===== src/hw/rtl/mbtf_pkg.sv =====
// Package for the Modbus TCP request framer: request/response payload types,
// queue entry type, function codes and status codes. No dependencies.
package mbtf_pkg;

  // Function codes
  localparam logic [7:0] CMD_RAW        = 8'h00;
  localparam logic [7:0] CMD_READ_HOLD  = 8'h03;
  localparam logic [7:0] CMD_READ_INPUT = 8'h04;
  localparam logic [7:0] CMD_WRITE_MULT = 8'h10;

  // Frame layout
  localparam logic [7:0] READ_PDU_LEN   = 8'd6;
  localparam logic [7:0] WRITE_LEN_BIAS = 8'd7;
  localparam logic [3:0] READ_LAST_IDX  = 4'd11;
  localparam logic [3:0] WHDR_LAST_IDX  = 4'd12;

  // Default configuration
  localparam int unsigned MAX_WRITE_BYTES_DEF = 246;
  localparam int unsigned QUEUE_DEPTH_DEF     = 4;

  typedef enum logic [1:0] {
    ST_FRAME   = 2'd0,
    ST_LEN_ERR = 2'd1,
    ST_STRAY   = 2'd2
  } status_e;

  typedef enum logic [1:0] {
    MODE_IDLE  = 2'd0,
    MODE_WRITE = 2'd1,
    MODE_RAW   = 2'd2
  } mode_e;

  typedef enum logic [1:0] {
    JOB_BYTE = 2'd0,
    JOB_READ = 2'd1,
    JOB_WHDR = 2'd2
  } job_kind_e;

  typedef struct packed {
    logic        kind;
    logic [7:0]  command;
    logic [7:0]  unit_id;
    logic [15:0] start_address;
    logic [15:0] count;
    logic [7:0]  transaction;
    logic [31:0] time_seconds;
    logic [7:0]  payload_byte;
  } req_t;

  typedef struct packed {
    logic [7:0] frame_byte;
    logic       last;
    logic [1:0] status;
  } rsp_t;

  // One queue entry: a single result byte, a read frame or a write header
  typedef struct packed {
    job_kind_e   kind;
    logic [7:0]  byte_val;
    logic        last;
    status_e     status;
    logic [7:0]  unit_id;
    logic [7:0]  command;
    logic [15:0] start_address;
    logic [15:0] count;
    logic [7:0]  transaction;
  } job_t;

endpackage


===== src/hw/rtl/mbtf_fifo.sv =====
// Register-based job queue between the framer front and back end.
// Depends on mbtf_pkg (job_t).
module mbtf_fifo #(
  parameter int unsigned DEPTH = mbtf_pkg::QUEUE_DEPTH_DEF
) (
  input  logic           clk_i,
  input  logic           rst_ni,
  input  logic           push_i,
  input  mbtf_pkg::job_t push_data_i,
  output logic           full_o,
  input  logic           pop_i,
  output mbtf_pkg::job_t head_o,
  output logic           empty_o
);

  localparam int unsigned PTR_W = (DEPTH > 1) ? $clog2(DEPTH) : 1;
  localparam int unsigned CNT_W = $clog2(DEPTH + 1);

  mbtf_pkg::job_t   mem_q [DEPTH];
  logic [PTR_W-1:0] wr_ptr_q, wr_ptr_d;
  logic [PTR_W-1:0] rd_ptr_q, rd_ptr_d;
  logic [CNT_W-1:0] cnt_q, cnt_d;
  logic             do_push, do_pop;

  assign full_o  = (cnt_q == CNT_W'(DEPTH));
  assign empty_o = (cnt_q == '0);
  assign head_o  = mem_q[rd_ptr_q];
  assign do_push = push_i && !full_o;
  assign do_pop  = pop_i && !empty_o;

  // Advance pointers and occupancy
  always_comb begin
    wr_ptr_d = wr_ptr_q;
    rd_ptr_d = rd_ptr_q;
    cnt_d    = cnt_q;
    if (do_push) begin
      wr_ptr_d = (wr_ptr_q == PTR_W'(DEPTH - 1)) ? '0 : wr_ptr_q + 1'b1;
    end
    if (do_pop) begin
      rd_ptr_d = (rd_ptr_q == PTR_W'(DEPTH - 1)) ? '0 : rd_ptr_q + 1'b1;
    end
    if (do_push && !do_pop) begin
      cnt_d = cnt_q + 1'b1;
    end else if (do_pop && !do_push) begin
      cnt_d = cnt_q - 1'b1;
    end
  end

  always_ff @(posedge clk_i or negedge rst_ni) begin
    if (!rst_ni) begin
      wr_ptr_q <= '0;
      rd_ptr_q <= '0;
      cnt_q    <= '0;
    end else begin
      wr_ptr_q <= wr_ptr_d;
      rd_ptr_q <= rd_ptr_d;
      cnt_q    <= cnt_d;
    end
  end

  // Store entries
  always_ff @(posedge clk_i) begin
    if (do_push) begin
      mem_q[wr_ptr_q] <= push_data_i;
    end
  end

endmodule


===== src/hw/rtl/mbtf_front.sv =====
// Front end of the framer: accepts requests, tracks payload state, and
// turns each request into at most one queue job. Depends on mbtf_pkg.
module mbtf_front #(
  parameter int unsigned MAX_WRITE_BYTES = mbtf_pkg::MAX_WRITE_BYTES_DEF
) (
  input  logic           clk_i,
  input  logic           rst_ni,
  input  logic           cfg_valid_i,
  output logic           cfg_ready_o,
  input  logic [7:0]     cfg_data_i,
  input  logic           in_valid_i,
  output logic           in_stall_o,
  input  mbtf_pkg::req_t in_req_i,
  output logic           push_o,
  output mbtf_pkg::job_t push_data_o,
  input  logic           full_i
);

  mbtf_pkg::mode_e mode_q, mode_d;
  logic [15:0]     left_q, left_d;
  logic [2:0]      idx_q, idx_d;
  logic [31:0]     held_time_q, held_time_d;
  logic            override_q, override_d;
  logic [7:0]      sync_unit_q;
  logic            accept;
  logic [7:0]      pay_byte;

  assign cfg_ready_o = 1'b1;
  assign in_stall_o  = full_i;
  assign accept      = in_valid_i && !full_i;

  // Hold the time-sync unit id
  always_ff @(posedge clk_i or negedge rst_ni) begin
    if (!rst_ni) begin
      sync_unit_q <= '0;
    end else if (cfg_valid_i) begin
      sync_unit_q <= cfg_data_i;
    end
  end

  // Replace the first four write payload bytes with the time when enabled
  always_comb begin
    pay_byte = in_req_i.payload_byte;
    if (mode_q == mbtf_pkg::MODE_WRITE && override_q && !idx_q[2]) begin
      case (idx_q[1:0])
        2'd0:    pay_byte = held_time_q[15:8];
        2'd1:    pay_byte = held_time_q[7:0];
        2'd2:    pay_byte = held_time_q[31:24];
        default: pay_byte = held_time_q[23:16];
      endcase
    end
  end

  // Classify the request and build the job
  always_comb begin
    mode_d      = mode_q;
    left_d      = left_q;
    idx_d       = idx_q;
    held_time_d = held_time_q;
    override_d  = override_q;
    push_o      = 1'b0;

    push_data_o               = '0;
    push_data_o.kind          = mbtf_pkg::JOB_BYTE;
    push_data_o.status        = mbtf_pkg::ST_FRAME;
    push_data_o.unit_id       = in_req_i.unit_id;
    push_data_o.command       = in_req_i.command;
    push_data_o.start_address = in_req_i.start_address;
    push_data_o.count         = in_req_i.count;
    push_data_o.transaction   = in_req_i.transaction;

    if (accept) begin
      if (in_req_i.kind) begin
        push_o = 1'b1;
        if (mode_q == mbtf_pkg::MODE_IDLE || left_q == '0) begin
          // Flag a stray payload byte
          mode_d             = mbtf_pkg::MODE_IDLE;
          push_data_o.status = mbtf_pkg::ST_STRAY;
        end else begin
          push_data_o.byte_val = pay_byte;
          push_data_o.last     = (left_q == 16'd1);
          left_d               = left_q - 1'b1;
          idx_d                = idx_q[2] ? idx_q : idx_q + 1'b1;
          if (left_q == 16'd1) begin
            mode_d     = mbtf_pkg::MODE_IDLE;
            override_d = 1'b0;
          end
        end
      end else begin
        // Drop any unfinished frame
        mode_d     = mbtf_pkg::MODE_IDLE;
        left_d     = '0;
        idx_d      = '0;
        override_d = 1'b0;
        case (in_req_i.command)
          mbtf_pkg::CMD_READ_HOLD, mbtf_pkg::CMD_READ_INPUT: begin
            push_o           = 1'b1;
            push_data_o.kind = mbtf_pkg::JOB_READ;
          end
          mbtf_pkg::CMD_WRITE_MULT: begin
            if (in_req_i.count == '0) begin
              push_o = 1'b0;
            end else if (in_req_i.count > 16'(MAX_WRITE_BYTES)) begin
              push_o             = 1'b1;
              push_data_o.status = mbtf_pkg::ST_LEN_ERR;
            end else begin
              push_o           = 1'b1;
              push_data_o.kind = mbtf_pkg::JOB_WHDR;
              mode_d           = mbtf_pkg::MODE_WRITE;
              left_d           = in_req_i.count;
              held_time_d      = in_req_i.time_seconds;
              override_d       = (in_req_i.unit_id == sync_unit_q);
            end
          end
          mbtf_pkg::CMD_RAW: begin
            if (in_req_i.count != '0) begin
              mode_d = mbtf_pkg::MODE_RAW;
              left_d = in_req_i.count;
            end
          end
          default: begin
            push_o = 1'b0;
          end
        endcase
      end
    end
  end

  always_ff @(posedge clk_i or negedge rst_ni) begin
    if (!rst_ni) begin
      mode_q      <= mbtf_pkg::MODE_IDLE;
      left_q      <= '0;
      idx_q       <= '0;
      held_time_q <= '0;
      override_q  <= 1'b0;
    end else begin
      mode_q      <= mode_d;
      left_q      <= left_d;
      idx_q       <= idx_d;
      held_time_q <= held_time_d;
      override_q  <= override_d;
    end
  end

endmodule


===== src/hw/rtl/mbtf_back.sv =====
// Back end of the framer: walks the queue head job byte by byte into a
// registered output. Depends on mbtf_pkg.
module mbtf_back (
  input  logic           clk_i,
  input  logic           rst_ni,
  input  mbtf_pkg::job_t head_i,
  input  logic           empty_i,
  output logic           pop_o,
  output logic           out_valid_o,
  input  logic           out_stall_i,
  output mbtf_pkg::rsp_t out_rsp_o
);

  logic [3:0]     idx_q, idx_d;
  logic           valid_q, valid_d;
  mbtf_pkg::rsp_t rsp_q, rsp_d;
  logic           adv;
  logic [3:0]     last_idx;
  logic [7:0]     sel_byte;
  logic [15:0]    regs;

  assign adv         = !valid_q || !out_stall_i;
  assign out_valid_o = valid_q;
  assign out_rsp_o   = rsp_q;
  assign regs        = {1'b0, head_i.count[15:1]};

  // Pick the frame byte at the current index
  always_comb begin
    sel_byte = 8'h00;
    last_idx = '0;
    case (head_i.kind)
      mbtf_pkg::JOB_READ: begin
        last_idx = mbtf_pkg::READ_LAST_IDX;
        case (idx_q)
          4'd1:    sel_byte = head_i.transaction;
          4'd5:    sel_byte = mbtf_pkg::READ_PDU_LEN;
          4'd6:    sel_byte = head_i.unit_id;
          4'd7:    sel_byte = head_i.command;
          4'd8:    sel_byte = head_i.start_address[15:8];
          4'd9:    sel_byte = head_i.start_address[7:0];
          4'd10:   sel_byte = head_i.count[15:8];
          4'd11:   sel_byte = head_i.count[7:0];
          default: sel_byte = 8'h00;
        endcase
      end
      mbtf_pkg::JOB_WHDR: begin
        last_idx = mbtf_pkg::WHDR_LAST_IDX;
        case (idx_q)
          4'd5:    sel_byte = head_i.count[7:0] + mbtf_pkg::WRITE_LEN_BIAS;
          4'd6:    sel_byte = head_i.unit_id;
          4'd7:    sel_byte = mbtf_pkg::CMD_WRITE_MULT;
          4'd8:    sel_byte = head_i.start_address[15:8];
          4'd9:    sel_byte = head_i.start_address[7:0];
          4'd10:   sel_byte = regs[15:8];
          4'd11:   sel_byte = regs[7:0];
          4'd12:   sel_byte = head_i.count[7:0];
          default: sel_byte = 8'h00;
        endcase
      end
      default: begin
        last_idx = '0;
        sel_byte = head_i.byte_val;
      end
    endcase
  end

  // Advance through the job and load the output register
  always_comb begin
    idx_d   = idx_q;
    valid_d = valid_q;
    rsp_d   = rsp_q;
    pop_o   = 1'b0;
    if (adv) begin
      valid_d = !empty_i;
      if (!empty_i) begin
        rsp_d.frame_byte = sel_byte;
        rsp_d.status     = head_i.status;
        rsp_d.last       = (head_i.kind == mbtf_pkg::JOB_READ) ? (idx_q == last_idx)
                         : (head_i.kind == mbtf_pkg::JOB_BYTE) ? head_i.last : 1'b0;
        if (idx_q == last_idx) begin
          pop_o = 1'b1;
          idx_d = '0;
        end else begin
          idx_d = idx_q + 1'b1;
        end
      end
    end
  end

  always_ff @(posedge clk_i or negedge rst_ni) begin
    if (!rst_ni) begin
      idx_q   <= '0;
      valid_q <= 1'b0;
    end else begin
      idx_q   <= idx_d;
      valid_q <= valid_d;
    end
  end

  always_ff @(posedge clk_i) begin
    rsp_q <= rsp_d;
  end

endmodule


===== src/hw/rtl/modbus_tcp_request_framer.sv =====
// Top level of the Modbus TCP request framer: front end, job queue, back end.
// Depends on mbtf_pkg, mbtf_front, mbtf_fifo and mbtf_back.
//
//   Port group  Dir  Handshake              Payload
//   in_*        in   in_valid_i/in_stall_o  in_req_i  (mbtf_pkg::req_t)
//   out_*       out  out_valid_o/out_stall_i out_rsp_o (mbtf_pkg::rsp_t)
//   cfg_*       in   cfg_valid_i/cfg_ready_o cfg_data_i (time-sync unit id)
//
// One request is taken per cycle while the job queue has room; one frame
// byte leaves per cycle while out_stall_i is low. A read header is 12 bytes,
// a write header 13, a payload byte or error one; the output port sets the rate.
// The queue holds QUEUE_DEPTH jobs; in_stall_o rises when it is full.
// Reset clears all control state at once; no clearing pass.
module modbus_tcp_request_framer #(
  parameter int unsigned MAX_WRITE_BYTES = mbtf_pkg::MAX_WRITE_BYTES_DEF,
  parameter int unsigned QUEUE_DEPTH     = mbtf_pkg::QUEUE_DEPTH_DEF
) (
  input  logic           clk_i,
  input  logic           rst_ni,
  input  logic           cfg_valid_i,
  output logic           cfg_ready_o,
  input  logic [7:0]     cfg_data_i,
  input  logic           in_valid_i,
  output logic           in_stall_o,
  input  mbtf_pkg::req_t in_req_i,
  output logic           out_valid_o,
  input  logic           out_stall_i,
  output mbtf_pkg::rsp_t out_rsp_o
);

  logic           push, pop, full, empty;
  mbtf_pkg::job_t push_data, head;

  mbtf_front #(
    .MAX_WRITE_BYTES(MAX_WRITE_BYTES)
  ) u_front (
    .clk_i       (clk_i),
    .rst_ni      (rst_ni),
    .cfg_valid_i (cfg_valid_i),
    .cfg_ready_o (cfg_ready_o),
    .cfg_data_i  (cfg_data_i),
    .in_valid_i  (in_valid_i),
    .in_stall_o  (in_stall_o),
    .in_req_i    (in_req_i),
    .push_o      (push),
    .push_data_o (push_data),
    .full_i      (full)
  );

  mbtf_fifo #(
    .DEPTH(QUEUE_DEPTH)
  ) u_fifo (
    .clk_i       (clk_i),
    .rst_ni      (rst_ni),
    .push_i      (push),
    .push_data_i (push_data),
    .full_o      (full),
    .pop_i       (pop),
    .head_o      (head),
    .empty_o     (empty)
  );

  mbtf_back u_back (
    .clk_i       (clk_i),
    .rst_ni      (rst_ni),
    .head_i      (head),
    .empty_i     (empty),
    .pop_o       (pop),
    .out_valid_o (out_valid_o),
    .out_stall_i (out_stall_i),
    .out_rsp_o   (out_rsp_o)
  );

endmodule

===== config.mk =====
export PLATFORM = sky130hd
export DESIGN_NAME = modbus_tcp_request_framer
export DESIGN_NICKNAME = d
export VERILOG_FILES = /design/src/hw/rtl/mbtf_pkg.sv /design/src/hw/rtl/mbtf_fifo.sv /design/src/hw/rtl/mbtf_front.sv /design/src/hw/rtl/mbtf_back.sv /design/src/hw/rtl/modbus_tcp_request_framer.sv
export SDC_FILE = /design/constraint.sdc
export NUM_CORES = 1
export LEC_CHECK = 0
export ABC_AREA = 1
export BUFFER_PORTS_ARGS = -buffer_cell sky130_fd_sc_hd__buf_4
export CAP_MARGIN = 20
export CORE_ASPECT_RATIO = 0.6
export CORE_MARGIN = 2
export CORE_UTILIZATION = 40
export CTS_CLUSTER_SIZE = 12
export DETAILED_ROUTE_END_ITERATION = 16
export PLACE_DENSITY = 0.67
export SLEW_MARGIN = 0
export SYNTH_ARGS = -nofsm -noshare
export SYNTH_HDL_FRONTEND = slang
export SYNTH_HIERARCHICAL = 1
export SYNTH_SLANG_ARGS = --single-unit

===== constraint.sdc =====
create_clock -name clk_i -period 8.64 [get_ports clk_i]
set_input_delay 0.864 -clock clk_i [delete_from_list [all_inputs] [get_ports clk_i]]
set_output_delay 0.864 -clock clk_i [all_outputs]
set_load 0.03 [all_outputs]

# Yosys cells after proc, flatten, opt, wreduce, memory -nomap -nowiden
# Memories as Yosys holds them, arrays and structs flattened.
# Index checks and enable logic that the tools add are counted.
[classes]
mux = 56
n_reduce_logical = 32
order_cmp = 1
bitwise_logic = 4
add_sub_neg = 8
eq_ne = 27
[op_table]
columns = ["cell", "n"]
rows = [
  ["$pmux W8 S8", 2],
  ["$mux W16", 5],
  ["$logic_not A16 Y1", 2],
  ["$pmux W16 S2", 1],
  ["$mux W2", 14],
  ["$pmux W8 S3", 1],
  ["$eq A4 B4 Y1 const B", 5],
  ["$mux W1", 18],
  ["$mux W9", 2],
  ["$eq A16 B1 Y1 const B", 1],
  ["$gt A16 B8 Y1 const B", 1],
  ["$pmux W8 S2", 1],
  ["$reduce_bool A16 Y1", 1],
  ["$sub A16 B1 Y16 const B", 1],
  ["$mux W3", 5],
  ["$mux W13", 1],
  ["$eq A4 B3 Y1 const B", 3],
  ["$add A8 B3 Y8 const B", 1],
  ["$eq A2 B2 Y1 const B", 4],
  ["$eq A8 B2 Y1 const B", 1],
  ["$eq A8 B3 Y1 const B", 1],
  ["$eq A8 B5 Y1 const B", 1],
  ["$eq A8 B8 Y1", 1],
  ["$logic_not A8 Y1", 1],
  ["27 further kinds", 54],
]
[word_totals]
ramBits = 276
reg_bits = 85
memories = 1
inputBits = 110
[memory_table]
columns = ["name", "depth", "word_bits", "read_ports", "rd_ports_with_merged_regs", "write_ports", "line_no", "rtl"]
rows = [
  ["u_fifo.mem_q", 4, 69, 1, 0, 1, "mbtf_fifo.sv:19", "mbtf_pkg::job_t mem_q [DEPTH];"],
]

# Logic depth before layout (Yosys ltp)
# Gate-level depths: netlist of run 1.
# An unclocked memory read counts as a cell.
[depth]
ltp_word = 11
ltp_mapped = 23
depth_no_buf = 20

# Modules after synthesis
# The synthesis of run 1 kept the hierarchy.
[by_module_without_submodules]
columns = ["mod", "seq_area_each_um2", "instances", "area_per_inst_um2", "cells_each"]
rows = [
  ["mbtf_fifo", 8463.1, 1, 11897.7, 866],
  ["mbtf_front", 1551.5, 1, 4419.2, 602],
  ["mbtf_back", 455.4, 1, 1936.9, 331],
]

# Worst setup path before layout of run 1
# OpenSTA, ideal clock, no wires.
[synth_path]
path_type = "input -> register"
from = "input port in_req_i[96] (netlist name)"
to = "memory u_fifo/mem_q[0][0] (netlist name), enable pin"
t_arrival_ps = 4648
slack_ps = 3495
n_path_buf = 2
cell_stages = 6
t_required_ps = 8143
path_cell_list = "buf_2 -> inv_1 -> buf_1 -> a31oi_1 -> nand2_1 -> nor2_1"
[synth_between]
elab_chain_len = 5
[synth_lines]
columns = ["item", "line_no", "rtl"]
rows = [
  ["start, declared", "modbus_tcp_request_framer.sv:25", "input mbtf_pkg::req_t in_req_i,"],
  ["$mux W1", "mbtf_front.sv:73", "if (in_req_i.kind) begin"],
  ["$mux W1", "mbtf_front.sv:72", "if (accept) begin"],
  ["named net push", "modbus_tcp_request_framer.sv:31", "logic push, pop, full, empty;"],
  ["$logic_and A1 B1 Y1", "mbtf_fifo.sv:28", "assign do_push = push_i && !full_o;"],
  ["$mux W1", "mbtf_fifo.sv:63", "if (do_push) begin"],
  ["$mux W1 (implied by the code)", "mbtf_fifo.sv:64", "mem_q[wr_ptr_q] <= push_data_i;"],
  ["end, declared", "mbtf_fifo.sv:19", ""],
]
# The timed path passes the listed nets, and every way through them passes these cells.

==> results of run 1 <==
==> synth_stat cells, drive strengths merged <==
| cell | instances | area, um^2 |
|---|---|---|
| ha | 21 | 263 |
| clkinv | 1 | 5.00 |
| nand3 | 61 | 328 |
| xor2 | 12 | 105 |
| o31ai | 1 | 7.51 |
| or2 | 3 | 18.8 |
| buf | 128 | 1040 |
| edfxtp | 287 | 8620 |
| fa | 1 | 20.0 |
| a21oi | 36 | 188 |
| nor3 | 4 | 36.3 |
| nor2 | 144 | 613 |
| nand4 | 25 | 171 |
| clkbuf | 4 | 25.0 |
| and2 | 1 | 6.26 |
| o21a | 9 | 67.6 |
| o211ai | 139 | 1440 |
| dfrtp | 74 | 1850 |
| conb | 1 | 3.75 |
| nor3b | 8 | 60.1 |
| o21ai | 19 | 95.1 |
| inv | 224 | 848 |
| nand2 | 583 | 2310 |
| xnor2 | 1 | 8.76 |
| mux2 | 8 | 90.1 |
| nand3b | 3 | 22.5 |
| a31oi | 1 | 6.26 |
==> through the flow <==
step           cell area [um^2]  cells  worst slack, ns
3_3_place_gp              19000   2389             4.29
6_report                  20000   2446             4.39
4_1_cts                   20000   2444             4.41
3_5_place_dp              19000   2389             4.19
5_1_grt                   20000   2445             4.09
2_1_floorplan             18300   1799             3.50
==> power groups by stage <==
stage	clock network, mW	logic (mW)	registers, mW
floorplan	0	1.57	2.32
global placement	0	1.98	2.38
detailed placement	0	2.02	2.40
CTS	1.48	2.03	2.36
global route	1.54	2.24	2.39
finish	1.43	2.03	2.36
==> final cells by class <==
| class | count | area (um^2) | area share |
|---|---|---|---|
| Clock buffer | 50 | 975 | 0.0487 |
| Antenna cell | 1 | 2.50 | 0.000125 |
| Inverter | 225 | 853 | 0.0427 |
| Timing Repair Buffer | 134 | 1020 | 0.0509 |
| Clock inverter | 5 | 51.3 | 0.00256 |
| Tap cell | 589 | 737 | 0.0368 |
| Sequential cell | 361 | 10500 | 0.524 |
| Multi-Input combinational cell | 1081 | 5890 | 0.294 |
==> kinds of logic after synthesis <==
kind of cell / after synthesis
DFF: 361
AOI/OAI and AO/OA: 205
xor gates and xnor gates: 13
muxes: 8
adders and majority gates: 22
other: 1
and+or+nand+nor: 832
buffers and inverters: 357
==> per-layer routing <==
layer | wire [um] | track usage | vias to the layer above
met5 | 0 | 0 | -
met4 | 661 | 0.0367 | 0
met3 | 3650 | 0.0424 | 56
met2 | 18600 | 0.270 | 420
met1 | 21600 | 0.285 | 6002
li1 | - | - | 5950
==> flip-flops by register name, summed over array words and instances (netlist names) <==
| signal | count |
|---|---|
| u_back/idx_q | 4 |
| u_back/out_rsp_o | 11 |
| u_back/out_valid_o | 1 |
| u_fifo/cnt_q | 3 |
| u_fifo/mem_q | 276 |
| u_fifo/rd_ptr_q | 2 |
| u_fifo/wr_ptr_q | 2 |
| u_front/held_time_q | 32 |
| u_front/idx_q | 3 |
| u_front/left_q | 16 |
| u_front/mode_q | 2 |
| u_front/override_q | 1 |
| u_front/sync_unit_q | 8 |
==> how the worst max path moves through the flow <==
stage,cells past startpoint,slack (ns),endpoint
floorplan,6,3.50,u_fifo/mem_q[0][0]
global placement,9,4.29,u_fifo/mem_q[0][15]
detailed placement,9,4.19,u_fifo/mem_q[0][16]
CTS,15,4.41,u_fifo/cnt_q[1]
global route,16,4.09,u_back/out_rsp_o[7]
finish,15,4.39,u_fifo/cnt_q[1]
==> worst max-delay path, stage by stage (launching register included) <==
cell      delay (ns)
dfrtp_4         0.88
buf_4           0.78
o211ai_1        0.19
nand2_1         0.15
inv_1           0.08
ha_1            0.40
xor2_1          0.20
a21oi_2         0.17
nand3_1         0.10
inv_1           0.13
nand2_1         0.11
ha_1            0.21
inv_1           0.09
fa_1            0.42
nand2_1         0.07
o21ai_0         0.08
==> cell usage in the layout (no fill, tap or decap), types with 9 or more instances in the layout <==
master,netlist,final
nand2_1,544,544
edfxtp_1,287,287
inv_1,214,214
buf_4,62,133
nor2_1,127,123
o211ai_2,80,80
dfrtp_1,74,72
o211ai_1,59,59
nand3_1,58,58
clkbuf_16,0,37
nand2_2,35,35
a21oi_1,34,34
nand4_1,24,24
ha_1,21,21
o21ai_0,14,14
clkbuf_1,3,13
xor2_1,12,12
nor2_2,11,11
nor2_4,6,10
o21a_1,9,9
==> qor.yml, run 1 <==
ctsHoldBuffers: 0
drtPass1Iterations: 5
yosysUniqueCellTypes: 49
fin_crit_sh: 0.492
insertion_delay_ns: 0.53
drt-initial-drc-count: 1235
synth_area_per_cell_um2: 10.1
yosys.area_share.simple: 0.195
ctsResizeCount: 0
finalSetupViolCount: 0
core.rowCount: 60
finalNetCount: 1972
p_sw_mw: 2.26
layout_min_cycle_time_ns: 4.25
routed_wl_um: 44400
antenna_found_initial: 2
hp-class: "in2async"
syn_to_final_growth_pct: 9.60
synth_top_family_by_area: "simple AND/OR/NAND/NOR gates"
route.vias.total: 12400
rr_worst_depth: 15
slew_headroom: 0.256
cts_max_level: 2
vdd_ir_drop_max_mv: 0.137
portBuffers: 122
ys_seq_area_frac: 0.574
yosysWarnings: 6
die_h_um: 169
start_kind: "flip-flop"
switching_share: 0.388
cp.arrival_ns: 4.64
synth_compound_area_frac: 0.0990
grt_pass1_vias: 11700
max_freq_mhz: 235
clock_path_buffers: 3
cellLeakagePower_nw: 8.58
ys_ff_latch: 361
pwr-share-clk: 0.246
tns_ns: 0
drtAntennaViolNets: 0
finClkSkew_ns: 0.0166
p_seq_frac: 0.405
dieArea_um2: 47400
muxShareOfSynthArea: 0.00494
grt_pass1_wl_um: 67800
grt_usage: 0.187
r2r-end: "u_fifo/cnt_q[1]"
grt_overflow: 0
dp_hpwl_um: 30300
initial_utilization: 0.407
place_congestion: 0.937
r2r-start: "u_fifo/rd_ptr_q[0]"
worstSetupStartpoint: "u_fifo/rd_ptr_q[0]"
grt_max_degree: 82
power_density_nw_per_um2: 291
hold_viol_final: 0
crit_fanout: 72
postSynthCellCount: 1799
synthAdderAreaFrac: 0.0155
comb_power_share: 0.349
core_area_um2: 44900
drv_cap: 0
drive_gt1_frac: 0.186
syn_area_um2: 18300
crit_required_ns: 9.03
worst_pin_slew_ns: 1.12
cts_tree: "built"
p_int_mw: 3.56
io_pins: 124
critPathKind: "reg2reg"
clk_pin_slew_ns: 0.05
clockRootBuffer: "clkbuf_16"
cts.sinks: 361
rsz0062_at_grt: "no"
synth_xor_xnor_area_share: 0.00624
total_power_mw: 5.82
synth_nets: 1931
holdWs_ns: 0.163
cts_made_buffers: 37
drt-vias-per-instance: 5.08
die_w_um: 280
wl_per_cell_um: 18.2
r2r_setup_slack_ns: 4.39
final_util: 0.446
final.fill_count: 4217
drc: 0
outcome: "finished, final reports clean"
end_kind: "flip-flop"
slew_viol_final: 0
cts_setup_buffers: 0
Power figures use the tool's default switching activity.
==> run 2: changes to the inputs <==
==> constraint.sdc (replaced) <==
create_clock -name clk_i -period 4.3 [get_ports clk_i]
set_input_delay 0.43 -clock clk_i [delete_from_list [all_inputs] [get_ports clk_i]]
set_output_delay 0.43 -clock clk_i [all_outputs]
set_load 0.03 [all_outputs]
==> run 2 against run 1 <==
Effect of this change:
- sequential share of layout area down 0.44 points
- wire length grew 0.35%
- register-to-register slack worse by 3.4 ns
- clock skew increased by 0.0027 ns
- clock power grew 110%
- flip-flop and latch count stayed put
- core utilization is 0.38 points higher
- die area did not move
- clock-buffer cell count grew 5
- global-route usage increased by 0.32 points
==> qor.yml, run 2 (same netlist as run 1, synthesis figures left out) <==
top_register: "u_fifo/mem_q"
cts_setup_buffers: 0  # unchanged
power_density_nw_per_um2: 592  # +100%
route.vias.total: 12500  # +0.34%
core_area_um2: 44900  # unchanged
finClkSkew_ns: 0.0192  # +0.00268 ns
max_freq_mhz: 302  # +28%
grt_max_degree: 149  # +82%
cellLeakagePower_nw: 8.65  # +0.90%
clk_pin_slew_ns: 0.06  # about the same
drt-vias-per-instance: 5.07  # -0.19%
start_kind: "flip-flop"
p_sw_mw: 4.61  # +100%
io_pins: 124  # unchanged
wl_per_cell_um: 18.1  # -0.18%
drtAntennaViolNets: 0  # unchanged
fin_cells: 2459  # +0.53%
p_int_mw: 7.32  # +110%
layout_common_cells: "nand2_1, edfxtp_1, inv_1, buf_4, nor2_1"
grt_pass1_wl_um: 69200  # +2.0%
worst_pin_slew_ns: 1.07  # -0.0466 ns
final.fill_count: 4199  # -0.43%
crit_required_ns: 4.59  # -4.44 ns
rsz0062_at_grt: "no"
cts_max_level: 2  # unchanged
dieArea_um2: 47400  # unchanged
hold_viol_final: 0  # unchanged
drc: 0  # unchanged
cts_tree: "built"
largest_register_ffs: 276  # unchanged
diodes: 0  # -1
place_congestion: 0.932  # -0.54%
drtPass1Iterations: 6  # +1
drv_cap: 0  # unchanged
grt_pass1_vias: 11900  # +1.8%
routed_wl_um: 44600  # +0.35%
place_inst: 2394  # +0.21%
portBuffers: 122  # unchanged
slew_viol_final: 0  # unchanged
insertion_delay_ns: 0.54  # about the same
dp_hpwl_um: 30400  # +0.49%
clockRootBuffer: "clkbuf_16"
antenna_found_initial: 1  # -1
cts.sinks: 361  # unchanged
clock_path_buffers: 3  # unchanged
initial_utilization: 0.407  # unchanged
ctsResizeCount: 0  # unchanged
layout_commonest_cell: "nand2_1"
critPathKind: "reg2reg"
drive_gt1_frac: 0.189  # +0.00288
vdd_ir_drop_max_mv: 0.380  # +180%
cts_made_buffers: 38  # +2.7%
die_h_um: 169  # unchanged
core.rowCount: 60  # unchanged
pwr-share-clk: 0.256  # +0.010
area.sequential_um2: 10500  # unchanged
drt-initial-drc-count: 1275  # +3.2%
layout_min_cycle_time_ns: 3.32  # -0.933 ns
fin_crit_sh: 0.771  # +0.279
switching_share: 0.386  # -0.00115
end_kind: "flip-flop"
grt_usage: 0.190  # +0.00321
hp-class: "in2reg"
slew_headroom: 0.283  # +0.0272
top_regs: "u_fifo/mem_q: 276 flops, u_front/held_time_q: 32 flops, u_front/left_q: 16 flops"
final_util: 0.449  # +0.00379
grt_overflow: 0  # unchanged
comb_power_share: 0.356  # +0.007
die_w_um: 280  # unchanged
crit_fanout: 56  # -22%
p_seq_frac: 0.388  # -0.017
outcome: "finished, final reports clean"
finalSetupViolCount: 0  # unchanged
syn_to_final_growth_pct: 10.5
finalNetCount: 1978  # +0.30%
tns_ns: 0  # unchanged
multi_input_area_um2: 5890  # unchanged
cp.arrival_ns: 3.60  # -1.04 ns
[run 2: changes by cell type in the layout (fill, tap and decap cells not counted), sizes merged]
cell / change
buf: +4
clkinv: +2
diode: -1
inv: +2
clkbuf: +5
dlygate4sd3: +1
[run 2: metal layers]
metal / share of wire / up-vias / wire (um) / global-route usage
met2: 0.42 / 422 / 18900 / 0.277
met5: 0 / - / 0 / 0
met3: 0.076 / 39 / 3410 / 0.0402
met1: 0.49 / 6041 / 21800 / 0.294
met4: 0.0094 / 0 / 421 / 0.0307
li1: - / 5968 / - / -
[run 2: power by group through the flow]
stage	combinational [mW]	clock (mW)	sequential, mW
after global placement	4.17	0	4.69
after detailed placement	4.21	0	4.70
after floorplan	3.16	0	4.66
after global routing	4.70	3.28	4.68
after CTS	4.24	3.12	4.63
final	4.25	3.06	4.63
[run 2: final timing paths]
kind                                        start                      end  slack [ns]  cells after the start
max                            u_fifo/rd_ptr_q[0]      u_back/out_rsp_o[7]        0.98                     13
min                                  in_req_i[33]  u_front/held_time_q[25]        0.08                      3
max reg2reg                    u_fifo/rd_ptr_q[0]      u_back/out_rsp_o[7]        0.98                     13
min reg2reg                u_front/held_time_q[3]   u_front/held_time_q[3]        0.48                      2
max in group asynchronous                  rst_ni       u_fifo/rd_ptr_q[0]        2.93                      3
min in group asynchronous                  rst_ni        u_front/left_q[8]        0.49                      2
[run 2: repair_timing]
item / CTS / global route
hold endpoints to repair: 37 / 0
endpoints found under the setup margin: 0 / 0
hold buffers: 1 / 0
[run 2: worst max-delay path, stage by stage (launching register included)]
cell,delay (ns)
dfrtp_4,0.77
buf_4,0.63
buf_4,0.49
o211ai_2,0.14
nand2_1,0.23
nand2_1,0.10
inv_1,0.14
nand2_1,0.07
nand3_1,0.13
nand3_1,0.09
nand2_1,0.06
nand2_1,0.05
nand2_1,0.06
nand2_1,0.04
[run 2: through the flow]
stage                     setup WS [ns]  total power, mW  hold slack (ns)  cell area [um^2]
after floorplan                  -0.411             7.83            0.134             18300
after CTS                          1.01             12.0           0.0653             20200
final                             0.984             11.9           0.0813             20200
after global routing              0.656             12.7           0.0710             20200
after detailed placement          0.972             8.91            0.465             19000
after global placement             1.08             8.86            0.464             19000
[run 2: final cells by class]
type,instances,area share
clock inverters,9,0.00372
multi-input cells,1081,0.292
repair buffers,139,0.0543
well taps,589,0.0365
flip-flops and latches,361,0.519
inverters,225,0.0423
clock buffers,55,0.0518
